$ cat config.mk
export PLATFORM = sky130hd
export DESIGN_NAME = rme_regfile
export DESIGN_NICKNAME = d
export VERILOG_FILES = /design/src/rtl/risc_memory_branch_execute_assert.svh /design/src/rtl/rme_pkg.sv /design/src/rtl/rme_regfile.sv
export SDC_FILE = /design/constraint.sdc
export NUM_CORES = 2
export LEC_CHECK = 0
export BUFFER_PORTS_ARGS = -buffer_cell sky130_fd_sc_hd__buf_2
export CORE_ASPECT_RATIO = 0.6
export CORE_MARGIN = 5
export CORE_UTILIZATION = 29
export CTS_CLUSTER_DIAMETER = 100
export DETAILED_ROUTE_END_ITERATION = 10
export PLACE_DENSITY = 0.44
export SLEW_MARGIN = 10
export SYNTH_ARGS = -nofsm -noshare
export SYNTH_HDL_FRONTEND = slang
export SYNTH_SLANG_ARGS = --single-unit
$ cat constraint.sdc
create_clock -name clk_i -period 2.7 [get_ports clk_i]
set_clock_uncertainty 0.05 [all_clocks]
set_input_delay 0 -clock clk_i [delete_from_list [all_inputs] [get_ports clk_i]]
set_output_delay 0 -clock clk_i [all_outputs]
set_load 0.03 [all_outputs]
$ cat src/rtl/risc_memory_branch_execute_assert.svh
// assertion macros for the execute block
`ifndef RISC_MEMORY_BRANCH_EXECUTE_ASSERT_SVH
`define RISC_MEMORY_BRANCH_EXECUTE_ASSERT_SVH
`ifndef SYNTHESIS
// property checked outside reset
`define RME_ASSERT(lbl, clk, rstn, prop) \
  lbl: assert property (@(posedge clk) disable iff (!(rstn)) (prop)) \
    else $error("rme assertion failed");
// property checked on every edge, reset included
`define RME_ASSERT_ALWAYS(lbl, clk, prop) \
  lbl: assert property (@(posedge clk) (prop)) \
    else $error("rme assertion failed");
`else
`define RME_ASSERT(lbl, clk, rstn, prop)
`define RME_ASSERT_ALWAYS(lbl, clk, prop)
`endif
`endif

$ cat src/rtl/rme_pkg.sv
`default_nettype none

package rme_pkg;

  // default sizes
  localparam int unsigned DATA_BYTES_DEF  = 65536;
  localparam int unsigned STACK_BYTES_DEF = 4096;
  localparam int unsigned REG_COUNT_DEF   = 32;

  // stack pointer configuration
  localparam int unsigned CFG_W = 12;
  localparam logic [CFG_W-1:0] SP_RESET = 12'd4095;

  // stream widths
  localparam int unsigned IN_DATA_W  = 88;
  localparam int unsigned OUT_DATA_W = 32;
  localparam int unsigned OUT_USER_W = 4;

  // opcodes
  localparam logic [7:0] OP_END    = 8'h00;
  localparam logic [7:0] OP_LOAD   = 8'h10;
  localparam logic [7:0] OP_STORE  = 8'h11;
  localparam logic [7:0] OP_FLOAD  = 8'h12;
  localparam logic [7:0] OP_FSTORE = 8'h13;
  localparam logic [7:0] OP_PUSH   = 8'h20;
  localparam logic [7:0] OP_POP    = 8'h21;
  localparam logic [7:0] OP_MOV1   = 8'h30;
  localparam logic [7:0] OP_MOV2   = 8'h31;
  localparam logic [7:0] OP_FMOV1  = 8'h32;
  localparam logic [7:0] OP_FMOV2  = 8'h33;
  localparam logic [7:0] OP_JUMP   = 8'h70;
  localparam logic [7:0] OP_BEQ    = 8'h80;
  localparam logic [7:0] OP_BNE    = 8'h81;
  localparam logic [7:0] OP_BLT    = 8'h82;
  localparam logic [7:0] OP_BGE    = 8'h83;
  localparam logic [7:0] OP_CALL   = 8'h90;
  localparam logic [7:0] OP_RET    = 8'h91;
  localparam logic [7:0] OP_DRAW   = 8'ha0;

  // request to a byte-banked word memory
  typedef struct packed {
    logic clr;
    logic wr;
    logic rd;
  } mem_req_t;

  // register number inside the implemented file
  function automatic logic reg_ok(logic [4:0] r, int unsigned count);
    return 32'(r) < count;
  endfunction

endpackage

`default_nettype wire

$ cat src/rtl/rme_regfile.sv
`default_nettype none

module rme_regfile #(
  parameter int unsigned REG_COUNT = rme_pkg::REG_COUNT_DEF
) (
  input  wire logic        clk_i,
  input  wire logic        rst_ni,
  input  wire logic        rd_en_i,
  input  wire logic [4:0]  rd_addr_a_i,
  input  wire logic [4:0]  rd_addr_b_i,
  output logic      [31:0] rd_data_a_o,
  output logic      [31:0] rd_data_b_o,
  input  wire logic        wr_en_i,
  input  wire logic [4:0]  wr_addr_i,
  input  wire logic [31:0] wr_data_i
);

  localparam int unsigned RIW = $clog2(REG_COUNT);

  logic [31:0]          rf_mem [REG_COUNT];
  logic [REG_COUNT-1:0] valid_q;
  logic [RIW-1:0]       wr_idx, a_idx, b_idx;
  logic                 wr_ok, a_ok, b_ok;

  // index and range
  always_comb begin
    wr_idx = RIW'(wr_addr_i);
    a_idx  = RIW'(rd_addr_a_i);
    b_idx  = RIW'(rd_addr_b_i);
    wr_ok  = wr_en_i && rme_pkg::reg_ok(wr_addr_i, REG_COUNT);
    a_ok   = rme_pkg::reg_ok(rd_addr_a_i, REG_COUNT);
    b_ok   = rme_pkg::reg_ok(rd_addr_b_i, REG_COUNT);
  end

  // write port
  always_ff @(posedge clk_i) begin
    if (wr_ok) begin
      rf_mem[wr_idx] <= wr_data_i;
    end
  end

  // written marks, unwritten entries read as zero
  always_ff @(posedge clk_i or negedge rst_ni) begin
    if (!rst_ni) begin
      valid_q <= '0;
    end else if (wr_ok) begin
      valid_q[wr_idx] <= 1'b1;
    end
  end

  // registered reads, write data passes through on a matching address
  always_ff @(posedge clk_i) begin
    if (rd_en_i) begin
      if (!a_ok) begin
        rd_data_a_o <= '0;
      end else if (wr_ok && (wr_addr_i == rd_addr_a_i)) begin
        rd_data_a_o <= wr_data_i;
      end else if (valid_q[a_idx]) begin
        rd_data_a_o <= rf_mem[a_idx];
      end else begin
        rd_data_a_o <= '0;
      end
      if (!b_ok) begin
        rd_data_b_o <= '0;
      end else if (wr_ok && (wr_addr_i == rd_addr_b_i)) begin
        rd_data_b_o <= wr_data_i;
      end else if (valid_q[b_idx]) begin
        rd_data_b_o <= rf_mem[b_idx];
      end else begin
        rd_data_b_o <= '0;
      end
    end
  end

endmodule

`default_nettype wire

# Yosys cells after proc, flatten, opt, wreduce, memory -nomap -nowiden
# Memories as Yosys holds them, arrays and structs flattened.
# Cells that the tools add are included.
dict set report totals {
  romBits 0
  output_inout_bits 64
  mem_bits_rw 1024
  reg_bits 96
  memories 1
  latch_bits 0
}
dict set report classes {
  mux 12
  n_mul 0
  order_cmp 4
  reduce_logical 3
  eq_ne 2
  n_div 0
  bitwise_logic 1
  n_shift 0
  addsub 0
}
# name words word_bits rd rd_ports_with_merged_regs write_ports line_no
set memory_table {}
lappend memory_table {rf_mem 32 32 2 0 1 rme_regfile.sv:20} ;# logic [31:0] rf_mem [REG_COUNT];
# op count
set ops {}
lappend ops {{$mux 32} 4}
lappend ops {{$or 32x32->32} 1}
lappend ops {{$lt 5x6->1 const B} 3}
lappend ops {{$bmux 1 s5} 2}
lappend ops {{$eq 5x5->1} 2}
lappend ops {{$demux 1 s5} 1}
lappend ops {{$ge 5x1->1 const B} 1}
lappend ops {{$mux 1} 5}
lappend ops {{$logic_and 1x1->1} 3}

# Depth between registers and ports, before layout
dict set report depth {
  word_depth 5
  ltp_mapped 11
  mapped_depth_nobuf 5
}

# Worst setup path after synthesis
# No wires, ideal clock.
dict set report synth_path {
  path_type {input-to-reg}
  from {in wr_addr_i[0]}
  to {mem rf_mem[28][0], enable pin}
  n_path_buf 2
  t_arrival_ns 2.187
  path_slack_ns 0.041
  required_ns 2.228
  cell_stages 4
  path_cell_list {clkbuf_1 -> or3b_2 -> clkbuf_1 -> nor2_1}
}
# item line_no
set synth_rtl {}
lappend synth_rtl {{start, declared} rme_regfile.sv:14} ;# input wire logic [4:0] wr_addr_i,
lappend synth_rtl {{end, declared} rme_regfile.sv:20}
# No word-level cell before the write port.

# Worst setup path in the final report
dict set report layout_path {
  from {reg valid_q[15]}
  to {reg rd_data_b_o[17], data pin}
}
dict set report layout_via {
  elab_chain_cells 4
}
# item line_no
set layout_lines {}
lappend layout_lines {{start, declared} rme_regfile.sv:21} ;# logic [REG_COUNT-1:0] valid_q;
lappend layout_lines {{start signal, assigned} rme_regfile.sv:45} ;# valid_q <= '0;
lappend layout_lines {{start signal, assigned by index} rme_regfile.sv:47} ;# valid_q[wr_idx] <= 1'b1;
lappend layout_lines {{$bmux 1 s5} rme_regfile.sv:67} ;# end else if (valid_q[b_idx]) begin
lappend layout_lines {{$mux 1 (implied by the code)} rme_regfile.sv:67}
lappend layout_lines {{$mux 32} rme_regfile.sv:67}
lappend layout_lines {{$mux 32} rme_regfile.sv:65} ;# end else if (wr_ok && (wr_addr_i == rd_addr_b_i)) begin
lappend layout_lines {{end signal, assigned} rme_regfile.sv:66} ;# rd_data_b_o <= wr_data_i;
lappend layout_lines {{end signal, assigned} rme_regfile.sv:68} ;# rd_data_b_o <= rf_mem[b_idx];
lappend layout_lines {{end, declared} rme_regfile.sv:12} ;# output logic [31:0] rd_data_b_o,
# Every way passes these cells. The select of a mux whose other input is x is not followed.
# A chain may end at the register's enable or synchronous reset.

==> impl_metrics.toml <==
[outcome]
outcome = "complete, no violations"

[setup_path]
worst_r2r_endpoint = "rd_data_b_o[17]"
critPathRequiredTime_ns = 3.10
endpoint_kind = "flop"
critical_path.top_delay_family = "compound AO/OA/AOI/OAI gates"
worstPathCellList = "mux4_2, o32a_1, o2111ai_1, a21o_2, buf_12, o21ai_0, buf_4"
critPathMaxFanout = 13
cp_data_arrival_time_ns = 2.86
rrSetupSlack_ns = 0.24
startpoint_type = "flop"
r2r-start = "valid_q[15]"
path_class = "flop to flop"
crit_buf_inv = 2
rr_worst_depth = 7
critical_path.slowest_cell = "mux4_2"
slowest_delay_ns = 0.47

[clocking]
tritoncts = "done"
h-tree-depth = 3
clk_pin_slew_ns = 0.06
clock_latency_ns = 0.70
post_cts_resized = 0
cts-root-buf = "clkbuf_16"
numCtsBuffers = 108
clock_sinks = 1120
clock_path_buffers = 3
hold_buffers = 39
post_cts_buffers = 0

[synth]
syn_avg_cell_area_um2 = 20.39
async_flop_share = 0.02857
synth_area_um2 = 50980
syn_nets = 2551
synth_seq_area_share = 0.6566
ys.flop_type = "edfxtp_1"
synth_enable_flop_cells = 1088
synth_cells = 2500
yosysWarnings = 0
ys_seq_elements = 1120
ys_types = 42

[drt]
wire_per_inst_um = 35.73
vias = 29623
drt-initial-drc-count = 3650
ant_nets = 0
via_per_inst = 5.687
drcViolationCount = 0
wl_um = 186100
dr.pass1.iters = 5

[layout]
fillerInstances = 16386
nNetsFinal = 2815
syn2layout_area_growth_pct = 18.48
final_common_cell = "edfxtp_1"
stdcell_count = 5209
drive_above_1_share = 0.3876
final_cell_mix = "edfxtp_1 (1088), mux4_2 (546), buf_4 (114), clkbuf_16 (110), buf_2 (106)"

[grt]
antenna_found_initial = 11
grt_max_degree = 70
grt_pass1_vias = 30248
track_usage = 0.1987
grt_pass1_wl_um = 253600
gr-total-overflow = 0

[power_and_ir_drop]
leakagePower_nw = 19.01
finalPower_mw = 38.83
peakVddDrop_uv = 492.1
p_per_area_nw_per_um2 = 642.8

[floorplan]
initial_utilization = 0.2912
dieHeight_um = 334.8
die_area_um2 = 184600
ios = 115
std_cell_rows = 119
die_w_um = 551.3
core_area_um2 = 175100

[sta]
maxSlewHeadroom = 0.4462
final-hold-violation-count = 0
drv_slew = 0
whs_ns = 0.07921
timing.fmax_ghz = 0.4067
period_share = 0.9107
setup_viol = 0
period_minus_slack_ns = 2.459
tns_ns = 0
tightest_slew_ns = 0.8287
rsz0062_at_grt = "no"

[min_path]
min_to = "rf_mem[21][31]"
hold_start = "wr_addr_i[1]"
min_path_cells = 4
hold_path_class = "input port to flop"

[placed_design]
post-place-cells = 4974
place_congestion = 0.7860
port_buffers = 114
hpwl_um = 110600

[job]
drv_cap = 0
## cell families (layout without fill, tap and decap cells)
logic type | Yosys count | count (layout) | synth area share
xor+xnor | 10 | 10 | 0.001718
buf+inv | 210 | 556 | 0.01868
flops | 1120 | 1120 | 0.6566
simple gates | 247 | 247 | 0.02410
other cells | 0 | 4 | 0
mux | 640 | 640 | 0.2597
compound gates | 273 | 273 | 0.03927
## synthesized netlist by cell type, drive strengths merged (2+ instances only)
| cell type | number | area share |
|---|---|---|
| and3 | 2 | 0.00025 |
| buf | 94 | 0.010 |
| or2 | 44 | 0.0054 |
| and2 | 2 | 0.00025 |
| or3b | 4 | 0.00069 |
| nand3b | 6 | 0.00088 |
| a2bb2oi | 2 | 0.00034 |
| a22oi | 101 | 0.015 |
| o21ai | 32 | 0.0031 |
| a32o | 27 | 0.0053 |
| nor4 | 2 | 0.00025 |
| nand3 | 58 | 0.0057 |
| xnor2 | 2 | 0.00034 |
| a221oi | 22 | 0.0038 |
| clkbuf | 111 | 0.0082 |
| o21a | 12 | 0.0018 |
| edfxtp | 1088 | 0.64 |
| nor3 | 11 | 0.0011 |
| o32a | 7 | 0.0014 |
| o32ai | 5 | 0.00086 |
| xor2 | 8 | 0.0014 |
| nand2b | 12 | 0.0015 |
| mux4 | 546 | 0.24 |
| inv | 5 | 0.00037 |
| o2111ai | 2 | 0.00034 |
| a21oi | 41 | 0.0040 |
| o31ai | 11 | 0.0016 |
| nand2 | 60 | 0.0044 |
| nor2b | 5 | 0.00061 |
| a22o | 8 | 0.0014 |
| nor2 | 39 | 0.0029 |
| dfrtp | 32 | 0.016 |
| mux2i | 93 | 0.018 |
## worst reg2reg max path: stages, from the launching register on
cell and delay [ns]:
dfrtp_1 0.39, mux4_2 0.47, o32a_1 0.30, o2111ai_1 0.13, a21o_2 0.31, buf_12 0.25
o21ai_0 0.15, buf_4 0.14
## layer usage
layer  up-vias  GRT usage  part of all wire
met3       260    0.06084             0.099
met5         -          0           0.00012
met2      1601     0.2891              0.43
met4         4    0.04164             0.022
li1      11442          -                 -
met1     16316     0.2933              0.45
## registers in the layout (all words and copies together) (netlist names)
register	flops
rf_mem	1024
rd_data_b_o	32
valid_q	32
rd_data_a_o	32
## report_power, final
group | leakage [nW] | switching [mW] | internal [mW]
Combinational | 7.11 | 2.35 | 1.73
Sequential | 10.2 | 0.249 | 19.5
Clock | 1.66 | 6.81 | 8.17
Total | 19.0 | 9.42 | 29.4
## worst max path at each step
| stage | cells past startpoint | end | start |
|---|---|---|---|
| 2_1_floorplan | 4 | rf_mem[28][0] | wr_addr_i[0] |
| 3_3_place_gp | 7 | rd_data_b_o[14] | rd_addr_b_i[0] |
| 3_5_place_dp | 7 | rd_data_b_o[14] | rd_addr_b_i[0] |
| 4_1_cts | 6 | rd_data_b_o[12] | valid_q[15] |
| 5_1_grt | 6 | rd_data_b_o[12] | valid_q[15] |
| 6_report | 7 | rd_data_b_o[17] | valid_q[15] |
## metrics by stage
stage,util,instance area (µm²),setup slack [ns]
5_1_grt,0.3450,60400,0.1549
2_1_floorplan,-,50980,0.04129
6_report,0.3450,60400,0.2410
3_3_place_gp,0.3235,56640,0.05087
3_5_place_dp,0.3235,56640,0.1081
4_1_cts,0.3449,60390,0.2401
## area by class of cell
| cell class | count | area (µm²) | area share |
|---|---|---|---|
| tap | 2359 | 2952 | 0.04886 |
| antenna | 4 | 10.01 | 0.0001657 |
| multi-input combinational | 1170 | 16840 | 0.2788 |
| clock buffer | 123 | 2801 | 0.04638 |
| clock inverter | 69 | 549.3 | 0.009094 |
| sequential | 1120 | 33470 | 0.5541 |
| timing repair buffer | 359 | 3760 | 0.06225 |
| inverter | 5 | 21.27 | 0.0003521 |
Power figures use the tool's default switching activity.
